$ cat src/rtl/lod_pkg.sv
package lod_pkg;

    // request opcodes (input tuser)
    localparam logic [1:0] OP_CLEAR = 2'd0;
    localparam logic [1:0] OP_ORBIT = 2'd1;
    localparam logic [1:0] OP_READ  = 2'd2;

    // configuration register indexes
    localparam logic [1:0] CFG_BAND_TOP    = 2'd0;
    localparam logic [1:0] CFG_PLOT_BOTTOM = 2'd1;
    localparam logic [1:0] CFG_WARMUP      = 2'd2;
    localparam logic [1:0] CFG_PLOT_STEPS  = 2'd3;

    // fixed point: x is Q1.30, r is Q3.28
    localparam logic [30:0] X_ONE  = 31'h4000_0000;
    localparam logic [30:0] X_HALF = 31'h2000_0000;
    localparam logic [30:0] R_FOUR = 31'h4000_0000;

    localparam int QUEUE_DEPTH = 2;
    localparam int QPTR_W      = 1;

    typedef enum logic [1:0] {
        CMD_NOP,
        CMD_CLEAR,
        CMD_ORBIT,
        CMD_READ
    } t_cmd_kind;

    typedef struct packed {
        t_cmd_kind   kind;
        logic        rejected;
        logic [30:0] r_value;
        logic [8:0]  column;
        logic [6:0]  cell_row;
    } t_cmd;

    typedef struct packed {
        logic [6:0]  band_top;
        logic [7:0]  plot_bottom;
        logic [11:0] warmup_steps;
        logic [11:0] plot_steps;
    } t_cfg;

    typedef enum logic [3:0] {
        ST_INIT,
        ST_IDLE,
        ST_CLEAR,
        ST_RD_ADDR,
        ST_RD_MEM,
        ST_ORBIT_P,
        ST_ORBIT_Y,
        ST_DRAIN,
        ST_REPLY
    } t_state;

endpackage

$ cat src/rtl/lod_front.sv
module lod_front #(
    parameter int GRID_ROWS = 128,
    parameter int GRID_COLS = 320
) (
    input  logic          i_tvalid,
    output logic          o_tready,
    input  logic [47:0]   i_tdata,   // r_value[30:0], column[39:31], cell_row[46:40]
    input  logic [1:0]    i_tuser,   // opcode[1:0]
    input  lod_pkg::t_cfg i_cfg,
    input  logic          i_q_full,
    input  logic          i_init_busy,
    output logic          o_push,
    output lod_pkg::t_cmd o_cmd
);

    logic [1:0]  opcode;
    logic [30:0] r_in;
    logic [8:0]  col_in;
    logic [6:0]  row_in;
    logic        col_ok;
    logic        row_ok;
    logic        band_ok;
    logic        r_bad;

    assign opcode = i_tuser;
    assign r_in   = i_tdata[30:0];
    assign col_in = i_tdata[39:31];
    assign row_in = i_tdata[46:40];

    assign col_ok  = int'(col_in) < GRID_COLS;
    assign row_ok  = int'(row_in) < GRID_ROWS;
    // band needs at least two rows
    assign band_ok = {1'b0, i_cfg.plot_bottom} >= (9'(i_cfg.band_top) + 9'd2);
    assign r_bad   = (r_in == '0) || (r_in > lod_pkg::R_FOUR);

    assign o_tready = !i_q_full && !i_init_busy;
    assign o_push   = i_tvalid && o_tready;

    always_comb begin
        o_cmd          = '0;
        o_cmd.r_value  = r_in;
        o_cmd.column   = col_in;
        o_cmd.cell_row = row_in;
        o_cmd.kind     = lod_pkg::CMD_NOP;
        o_cmd.rejected = 1'b0;
        unique case (opcode)
            lod_pkg::OP_CLEAR: begin
                o_cmd.kind = lod_pkg::CMD_CLEAR;
            end
            lod_pkg::OP_ORBIT: begin
                if (r_bad) begin
                    o_cmd.rejected = 1'b1;
                end else if (col_ok && band_ok) begin
                    o_cmd.kind = lod_pkg::CMD_ORBIT;
                end
            end
            lod_pkg::OP_READ: begin
                if (col_ok && row_ok) begin
                    o_cmd.kind = lod_pkg::CMD_READ;
                end
            end
            default: begin
                o_cmd.kind = lod_pkg::CMD_NOP;
            end
        endcase
    end

endmodule

$ cat config.mk
export PLATFORM = sky130hd
export DESIGN_NAME = lod_front
export DESIGN_NICKNAME = d
export VERILOG_FILES = /design/src/rtl/lod_pkg.sv /design/src/rtl/lod_front.sv
export SDC_FILE = /design/constraint.sdc
export NUM_CORES = 1
export LEC_CHECK = 0
export BUFFER_PORTS_ARGS = -buffer_cell sky130_fd_sc_hd__buf_4
export CAP_MARGIN = 20
export CORE_AREA = 2 2 55 57
export DETAILED_ROUTE_END_ITERATION = 7
export DIE_AREA = 0 0 57 59
export PLACE_DENSITY = 0.93
export SLEW_MARGIN = 20
export SYNTH_ARGS = -nofsm -noshare
export SYNTH_HDL_FRONTEND = slang
export SYNTH_SLANG_ARGS = --single-unit
$ cat constraint.sdc
create_clock -name vclk -period 5
set_clock_uncertainty 0.2 [all_clocks]
set_input_delay 0.5 -clock vclk [all_inputs]
set_output_delay 0.5 -clock vclk [all_outputs]
set_load 0.005 [all_outputs]
; Yosys cells after proc, flatten, opt, wreduce, memory -nomap -nowiden
; Cells that the tools add are included.
[op_classes]
magnitude_cmp = 3
shift = 0
bitwise = 0
add_sub_neg = 1
n_eq_ne = 2
muxes = 6
mul = 0
div = 0
reduce_logical = 8
[ops]
columns = op, n
row1 = "greater-than comparator 31 bit, second input constant", 1
row2 = zero test 31 bit, 1
row3 = "< comparator 9 bit, second input constant", 1
row4 = "adder 7 x 2 -> 8 bit, second input constant", 1
row5 = greater-or-equal comparator 8 bit, 1
row6 = 2-to-1 mux 2 bit, 3
row7 = case mux 2 bit (3 select lines), 1
row8 = logical AND 1 bit, 3
row9 = "== test 2 x 1 -> 1 bit, second input constant", 1
row10 = "== test 2 bit, second input constant", 1
row11 = zero test 1 bit, 2
row12 = zero test 2 bit, 1
row13 = 2-to-1 mux 1 bit, 2
row14 = logical OR 1 bit, 1
[word_totals]
ff_bits = 0
inputBits = 92
ramBits = 0
memories = 0
latch_bits = 0
romBits = 0

; Depth between registers and ports, before layout
[depth]
ltp_word = 6
mapped_depth = 8

; Least setup slack after synthesis
; No wires, ideal clock.
[synth_timing]
path_type = input to output
startpoint = input port i_cfg[33] in the netlist's numbering
endpoint = output port o_cmd[49] in the netlist's numbering
path_slack_ps = 2514
required_time_ps = 4300
path_buffers = 0
cell_stages = 8
arrival_time_ps = 1786
cell_sequence = ha_1 nand3_1 xor2_1 ha_1 nand4_1 a211o_1 o211ai_1 o211a_1
[synth_lines]
columns = element, line
row1 = from (decl), lod_front.sv:9  ; input lod_pkg::t_cfg i_cfg,
row2 = to (decl), lod_front.sv:13  ; output lod_pkg::t_cmd o_cmd

==> impl_metrics.ini <==
[finish]
final_cell_mix = 93 x buf_4, 9 x ha_1, 6 x nor4_1
area_growth_pct = 52.2
instances_no_fill = 175
regArea_sq_um = 0
final_common_cell = buf_4
antenna_cells = 0
seq_cell_count = 0
fin_nets = 247
drive_above_1_share_pct = 66.0
n_clock_buffer = 0

[synthesis]
netlist_area_sq_um = 736
yosys_warnings = 0
synth.avg_cell_area_sq_um = 7.51
syn_inst = 98
yosysSeqAreaShare_pct = 0
yosysUniqueCellTypes = 22
synth_fp_nets = 199

[setup_path]
cpMaxStageDelayCell = ha_1
arrival_ps = 2140
end_kind = output pin
worstPathCellList = buf_4, ha_1, nand3_1, xor2_1, ha_1, nand4_1, a211o_1, o211ai_1, o211a_1, buf_4
critPathLaunchType = primary input
crit_type = in -> out
cp_slowest_stage_delay_ps = 290
crit_family = compound AO/OA/AOI/OAI gates
cp.required_ps = 4300
crit_buf_inv = 2
crit_fanout = 4

[detailed_routing]
drt_first_pass_iters = 3
vias_per_cell = 4.48
drc_errors = 0
drt_iter0_markers = 5
vias = 784
wl_per_cell_microns = 11.4
antenna_left = 0
drt_wl_total_microns = 1990

[placed_design]
post-place-cells = 175
portBuffers = 93
place_ws_ps = 2150
dp_hpwl_microns = 1900
finalWeightedCongestion = 0.720

[pwr]
cellPowerDensity_nw_per_um2 = 79.2
leakage_nw = 0.595
fin_total_pwr_uw = 88.7
vdd_ir_drop_max_v = 0.0000465

[timing]
fmax_ghz = 0.352
period_share_pct = 56.9
finalCriticalPeriod_ps = 2840
slew_violations = 0
tightestPinTransition_ps = 325
slew_headroom_pct = 78.1
fin_tns_setup_ps = 0
rsz0062_at_grt = no
setup_ws_ps = 2160
setup_viol = 0
hold_viol = 0

[floorplanning]
dieArea_sq_um = 3360
die_h_microns = 59
rows = 19
initial_utilization_pct = 27.1
core_sq_um = 2710
io_pins = 144
dieWidth_microns = 57

[clock_tree]
ctsHoldBuffers = 0
cts_setup_buffers = 0
cts.repair.resized = 0

[hold_path]
holdPathEnd = o_cmd[10]
hold_path.class = in -> out
min_from = i_tdata[34]
worst_hold_path.num_cells = 0

[global_route]
grt_pass1_vias = 751
grt_usage_pct = 11.2
gr-total-overflow = 0
grt_pass1_wl_microns = 3100
grt_max_degree = 5
antenna_found_initial = 0

[run]
drv_cap = 0

[run_status]
status = complete, no violations
-- how the worst max path moves through the flow --
| stage | start | end | slack [ps] | cells past startpoint |
|---|---|---|---|---|
| finish | i_cfg[33] | o_cmd[49] | 2160 | 10 |
| global route | i_cfg[33] | o_cmd[49] | 1990 | 10 |
| CTS | i_cfg[33] | o_cmd[49] | 2150 | 10 |
| detailed placement | i_cfg[33] | o_cmd[49] | 2150 | 10 |
| global placement | i_cfg[33] | o_cmd[49] | 2160 | 10 |
| floorplan | i_cfg[33] | o_cmd[49] | 2510 | 8 |
-- cell type report --
class	count	area, sq um
well taps	31	38.8
multi-input cells	48	372
repair buffers	93	698
fillers	291	1590
inverters	3	11.3
-- routing by layer --
metal,global-route usage (%),routed length [microns]
met5,0,0
met4,0.332,5
met3,1.97,282
met2,22.2,999
met1,13.2,705
-- metrics by stage --
| step | util (%) | hold WS [ps] | instance area (sq um) |
|---|---|---|---|
| 2_1_floorplan | - | 828 | 736 |
| 3_3_place_gp | 41.3 | 800 | 1120 |
| 3_5_place_dp | 41.3 | 800 | 1120 |
| 4_1_cts | 41.3 | 800 | 1120 |
| 5_1_grt | 41.3 | 800 | 1120 |
| 6_report | 41.3 | 800 | 1120 |
-- report_power, final --
| group | total [mW] | leakage, nW | switching (mW) | internal [mW] |
|---|---|---|---|---|
| Sequential | 0 | 0 | 0 | 0 |
| Combinational | 0.0887 | 0.595 | 0.0310 | 0.0577 |
| Clock | 0 | 0 | 0 | 0 |
| Total | 0.0887 | 0.595 | 0.0310 | 0.0577 |
-- cells by family after synthesis --
logic type               count (synthesis)  share of synthesized area, %
AO/OA/AOI/OAI                            9                          9.01
AND/OR/NAND/NOR                         24                          19.1
buffers and inverters                   50                          49.5
XOR/XNOR                                 6                          7.14
adder cells (fa/ha/maj)                  9                          15.3
-- synthesized netlist by cell type (2+ instances only) --
cell | count | area [sq um]
a211oi_1 | 2 | 15.0
buf_4 | 47 | 353
ha_1 | 9 | 113
inv_1 | 3 | 11.3
nand3_1 | 4 | 20.0
nand4_1 | 3 | 18.8
nor2_1 | 5 | 18.8
nor4_1 | 6 | 37.5
o211ai_1 | 2 | 15.0
xnor2_1 | 3 | 26.3
xor2_1 | 3 | 26.3
Power figures use the tool's default switching activity.
