File: src/rtl/lod_pkg.sv
package lod_pkg;

    // request opcodes (input tuser)
    localparam logic [1:0] OP_CLEAR = 2'd0;
    localparam logic [1:0] OP_ORBIT = 2'd1;
    localparam logic [1:0] OP_READ  = 2'd2;

    // configuration register indexes
    localparam logic [1:0] CFG_BAND_TOP    = 2'd0;
    localparam logic [1:0] CFG_PLOT_BOTTOM = 2'd1;
    localparam logic [1:0] CFG_WARMUP      = 2'd2;
    localparam logic [1:0] CFG_PLOT_STEPS  = 2'd3;

    // fixed point: x is Q1.30, r is Q3.28
    localparam logic [30:0] X_ONE  = 31'h4000_0000;
    localparam logic [30:0] X_HALF = 31'h2000_0000;
    localparam logic [30:0] R_FOUR = 31'h4000_0000;

    localparam int QUEUE_DEPTH = 2;
    localparam int QPTR_W      = 1;

    typedef enum logic [1:0] {
        CMD_NOP,
        CMD_CLEAR,
        CMD_ORBIT,
        CMD_READ
    } t_cmd_kind;

    typedef struct packed {
        t_cmd_kind   kind;
        logic        rejected;
        logic [30:0] r_value;
        logic [8:0]  column;
        logic [6:0]  cell_row;
    } t_cmd;

    typedef struct packed {
        logic [6:0]  band_top;
        logic [7:0]  plot_bottom;
        logic [11:0] warmup_steps;
        logic [11:0] plot_steps;
    } t_cfg;

    typedef enum logic [3:0] {
        ST_INIT,
        ST_IDLE,
        ST_CLEAR,
        ST_RD_ADDR,
        ST_RD_MEM,
        ST_ORBIT_P,
        ST_ORBIT_Y,
        ST_DRAIN,
        ST_REPLY
    } t_state;

endpackage

File: src/rtl/lod_queue.sv
module lod_queue (
    input  logic          i_clk,
    input  logic          i_rst_n,
    input  logic          i_push,
    input  lod_pkg::t_cmd i_cmd,
    output logic          o_full,
    output logic          o_valid,
    input  logic          i_pop,
    output lod_pkg::t_cmd o_cmd
);

    lod_pkg::t_cmd                 r_slot [lod_pkg::QUEUE_DEPTH];
    logic [lod_pkg::QPTR_W-1:0]    r_wptr;
    logic [lod_pkg::QPTR_W-1:0]    r_rptr;
    logic [lod_pkg::QPTR_W:0]      r_count;

    assign o_full  = r_count == (lod_pkg::QPTR_W + 1)'(lod_pkg::QUEUE_DEPTH);
    assign o_valid = r_count != '0;
    assign o_cmd   = r_slot[r_rptr];

    always_ff @(posedge i_clk) begin
        if (i_push) begin
            r_slot[r_wptr] <= i_cmd;
        end
    end

    always_ff @(posedge i_clk) begin
        if (!i_rst_n) begin
            r_wptr  <= '0;
            r_rptr  <= '0;
            r_count <= '0;
        end else begin
            if (i_push) begin
                r_wptr <= r_wptr + 1'b1;
            end
            if (i_pop) begin
                r_rptr <= r_rptr + 1'b1;
            end
            unique case ({i_push, i_pop})
                2'b10:   r_count <= r_count + 1'b1;
                2'b01:   r_count <= r_count - 1'b1;
                default: r_count <= r_count;
            endcase
        end
    end

endmodule

File: config.mk
export PLATFORM = sky130hd
export DESIGN_NAME = lod_queue
export DESIGN_NICKNAME = d
export VERILOG_FILES = /design/src/rtl/lod_pkg.sv /design/src/rtl/lod_queue.sv
export SDC_FILE = /design/constraint.sdc
export NUM_CORES = 1
export LEC_CHECK = 0
export ABC_AREA = 1
export BUFFER_PORTS_ARGS = -buffer_cell sky130_fd_sc_hd__buf_2
export CORE_AREA = 4 4 92 94
export DETAILED_ROUTE_END_ITERATION = 8
export DIE_AREA = 0 0 96 98
export PLACE_DENSITY_LB_ADDON = 0.12
export RECOVER_POWER = 100
export SLEW_MARGIN = 20
export SYNTH_ARGS = -nofsm -noshare
export SYNTH_HDL_FRONTEND = slang
export SYNTH_SLANG_ARGS = --single-unit
File: constraint.sdc
create_clock -name i_clk -period 5.8 [get_ports i_clk]
set_input_delay 1.16 -clock i_clk [delete_from_list [all_inputs] [get_ports i_clk]]
set_output_delay 1.16 -clock i_clk [all_outputs]
set_load 0.03 [all_outputs]
After elaboration in Yosys (flattened, before gate mapping)
Memories as Yosys holds them, arrays and structs flattened. A register that Yosys moved wholly into a read port is not among the register bits.
Index checks and enable logic that the tools add are counted.
{ "op_classes": {"addsub": 4, "eq_ne": 3, "mux": 5, "reduce_logical": 2} }
{ "ops": {"columns": ["operator", "n"], "rows": [
  ["$eq 2x2->1 const B", 2],
  ["$mux 1", 4],
  ["$pmux 2 s2", 1],
  ["$reduce_bool 2->1", 2],
  ["$add 1x1->1 const B", 2],
  ["$add 2x1->2 const B", 1],
  ["$eq 2x1->1 const B", 1],
  ["$sub 2x1->2 const B", 1]
]} }
{ "word_totals": {"register_bits": 4, "ramBits": 100, "in_bits": 54, "elab_cells": 18, "n_memories": 1} }
{ "mem_list": {"columns": ["memory", "words", "width", "read_ports", "rd_clocked_by_memory_dff", "wr", "line_no", "source"], "rows": [
  ["r_slot", 2, 50, 1, 1, 1, "lod_queue.sv:12", "lod_pkg::t_cmd r_slot [lod_pkg::QUEUE_DEPTH];"]
]} }

Depth between registers and ports, before layout
{ "logic_depth": {"ltp_word": 3, "ltp_mapped": 7, "depth_no_buf": 7} }

Worst setup path after synthesis
Ideal clock, no wire load.
{ "synth_path": {"kind": "input -> register", "start": "input i_push", "end": "memory r_slot[0][0] in the netlist's numbering (enable)", "arrival_ns": 3.318, "t_required_ns": 5.341, "setup_slack_ns": 2.024, "stages": 2, "cell_sequence": "inv_1 > nor2_1"} }
{ "synth_between": {"elab_chain_cells": 2} }
{ "synth_lines": {"columns": ["element", "line_no", "source"], "rows": [
  ["start: declaration", "lod_queue.sv:4", "input logic i_push,"],
  ["$mux 1", "lod_queue.sv:22", "if (i_push) begin"],
  ["$mux 1 (implied by the code)", "lod_queue.sv:23", "r_slot[r_wptr] <= i_cmd;"],
  ["end: declaration", "lod_queue.sv:12", null]
]} }
No other way between the ends.

Worst setup path in the final report
{ "layout_path": {"start": "input i_push", "end": "memory r_slot[0][30] in the netlist's numbering (enable)"} }
The elaborated chain is that of the path after synthesis.

==> qor.yml <==
logic_synthesis:
  synth_area_sq_mm: 0.004091
  syn_nets: 246
  synth_top_cell_area_share_pct: 73.39
  ys_warn_count: 0
  ys_seq_area_share_pct: 75.84
  avgSynthCellArea_sq_um: 21.42
  ys_seq_elements: 105
  yosysUniqueCellTypes: 12
  synth_area_leader_cell: "edfxtp_1"
  syn_inst: 191
  synthTopCellsByArea: "edfxtp_1 73%, mux2_4 18%, buf_12 2.4%, dfxtp_1 2.4%, nor2_1 1.0%"
worst_setup_path:
  crit_arrival_ns: 4.04
  cp.required_ns: 5.74
  critPathSlowestCell: "nor2_1"
  cp_cell_sequence: "clkbuf_1, inv_1, nor2_1, clkbuf_1"
  crit_path_end_kind: "register"
  path_delay_family: "simple AND/OR/NAND/NOR gates"
  worstSetupPathType: "in -> reg"
  cp-start-kind: "primary input"
  path_common_cell: "clkbuf_1"
  path_buf_inv: 3
  cp_max_fo: 27
  cpPeakStageDelay_ns: 1.45
clock_network:
  cts_root_buffer: "clkbuf_8"
  cts_buffers: 9
  clkSinkCount: 105
  htree_levels: 3
  cts_tree: "yes"
  clock_path_buffers: 2
  clk_pin_slew_ns: 0.08
  insertion_delay_ns: 0.34
  ctsHoldBuffers: 0
  post_cts_resize_count: 0
  postCtsSetupRepairBufs: 0
global_routing:
  grt_pass1_wl_mm: 9.570
  grt_overflow: 0
  first_global_vias: 2017
  grt_antenna_before_repair: 0
  grt_max_degree: 51
  grt_usage_pct: 13.65
timing:
  hold_viol: 0
  rsz0062_at_grt: "no"
  slew_violations: 104
  setup_viol: 0
  fin_skew_ns: 0.01123
  worstMarginPinSlew_ns: 2.258
  finalSetupTns_ns: 0
  fmax_ghz: 0.2441
  timing.final.crit_share_pct: 70.63
  slew_headroom_pct: -51.36
  layout_min_cycle_time_ns: 4.096
  fin_ws_ns: 1.704
flow_run:
  max_cap_viol_count: 3
final_layout:
  layout_common_cells: "100 x edfxtp_1, 60 x buf_2, 48 x clkbuf_1"
  antennaDiodeCount: 0
  seqCellArea_sq_mm: 0.003107
  fin_area_sq_mm: 0.004658
  fin_util_pct: 60.91
  fillers: 639
  drive_above_1_share_pct: 29.64
  nNetsFinal: 357
  multi_input_area_sq_um: 726.9
  area_delta_synth_final_pct: 13.85
  mostFrequentLayoutCell: "edfxtp_1"
outcome:
  status: "finished, violations left"
  violations: "max-capacitance violations, max-slew violations"
place:
  placed_cell_area_sq_mm: 0.004654
  dp_hpwl_mm: 4.167
  routabilityCongestion: 0.7250
  io_buffers: 105
  place_ws_ns: 3.047
power_and_ir_drop:
  powerDensity_mw_per_mm2: 326.9
  finalPower_mw: 1.523
  ir_drop_mv: 0.1837
  p_leak_nw: 1.704
route:
  vias: 1958
  drc_errors: 0
  dr.pass1.iters: 4
  drt-initial-drc-count: 87
  wl_mm: 6.447
  drt-wirelength-per-cell_um: 15.76
  via_per_inst: 4.787
  final_antenna_net_count: 0
die:
  die_x_um: 96
  start_util_pct: 53.50
  coreArea_sq_mm: 0.007647
  die_h_um: 98
  ios: 106
  dieArea_sq_mm: 0.009408
  fp-row-count: 32
hold_path:
  hold_class: "reg -> reg"
[where the power goes]
group,switching (mW),internal (mW)
Combinational,0.123,0.0634
Sequential,0.0207,0.877
Clock,0.217,0.222
[sequential cells by signal (all words and copies together), names as in the netlist, named ones only]
signal	flops
r_wptr	1
r_rptr	1
r_slot	100
r_count	2
[cells by family after synthesis]
| family | share of synthesized area [%] |
|---|---|
| compound gates | 0.2444 |
| fa+ha+maj | 0.3058 |
| buf+inv | 3.272 |
| flops | 75.84 |
| mux | 18.35 |
| simple gates | 1.988 |
[through the flow]
| stage | hold slack, ns | instances |
|---|---|---|
| 3_3_place_gp | 0.4797 | 393 |
| 3_5_place_dp | 0.4944 | 393 |
| 2_1_floorplan | 0.4635 | 191 |
| 6_report | 0.5109 | 409 |
| 4_1_cts | 0.5135 | 409 |
| 5_1_grt | 0.5521 | 409 |
[layer usage]
metal / GRT usage [%] / part of all wire (%) / wire length (um) / vias to the layer above
met3: 3.621 / 6.5 / 419 / 9
li1: - / - / - / 947
met4: 5.580 / 1.1 / 72 / 0
met5: 0 / 0 / 0 / -
met2: 24.32 / 53 / 3431 / 62
met1: 15.10 / 39 / 2524 / 940
[worst register-to-register path, stage by stage (launching register included)]
cell and delay (ns):
dfxtp_1 0.33, nor2_1 1.46, clkbuf_1 1.23
[final timing paths]
kind,from,to,slack [ns],cells after the start
worst max-delay path,i_push,r_slot[0][30],1.70,4
worst max register to register,r_wptr,r_slot[0][30],2.36,2
worst min-delay path,r_count[1],r_count[1],0.51,2
worst min register to register,r_count[1],r_count[1],0.51,2
[Yosys cell counts]
| library cell | instances |
|---|---|
| mux2_4 | 50 |
| o21ai_0 | 1 |
| edfxtp_1 | 100 |
| dfxtp_1 | 5 |
| ha_1 | 1 |
| buf_12 | 5 |
| nor2_1 | 11 |
| buf_6 | 1 |
| nand2_1 | 9 |
| inv_1 | 6 |
| nand4_1 | 1 |
| a21oi_1 | 1 |
[cell type report]
| class | instances | area share (%) |
|---|---|---|
| Clock buffer | 13 | 3.411 |
| Clock inverter | 3 | 0.8864 |
| Inverter | 6 | 0.5103 |
| Multi-Input combinational cell | 74 | 15.61 |
| Sequential cell | 105 | 66.69 |
| Tap cell | 102 | 2.740 |
| Timing Repair Buffer | 106 | 10.15 |
Note: power is estimated with default switching activity, not from simulation.
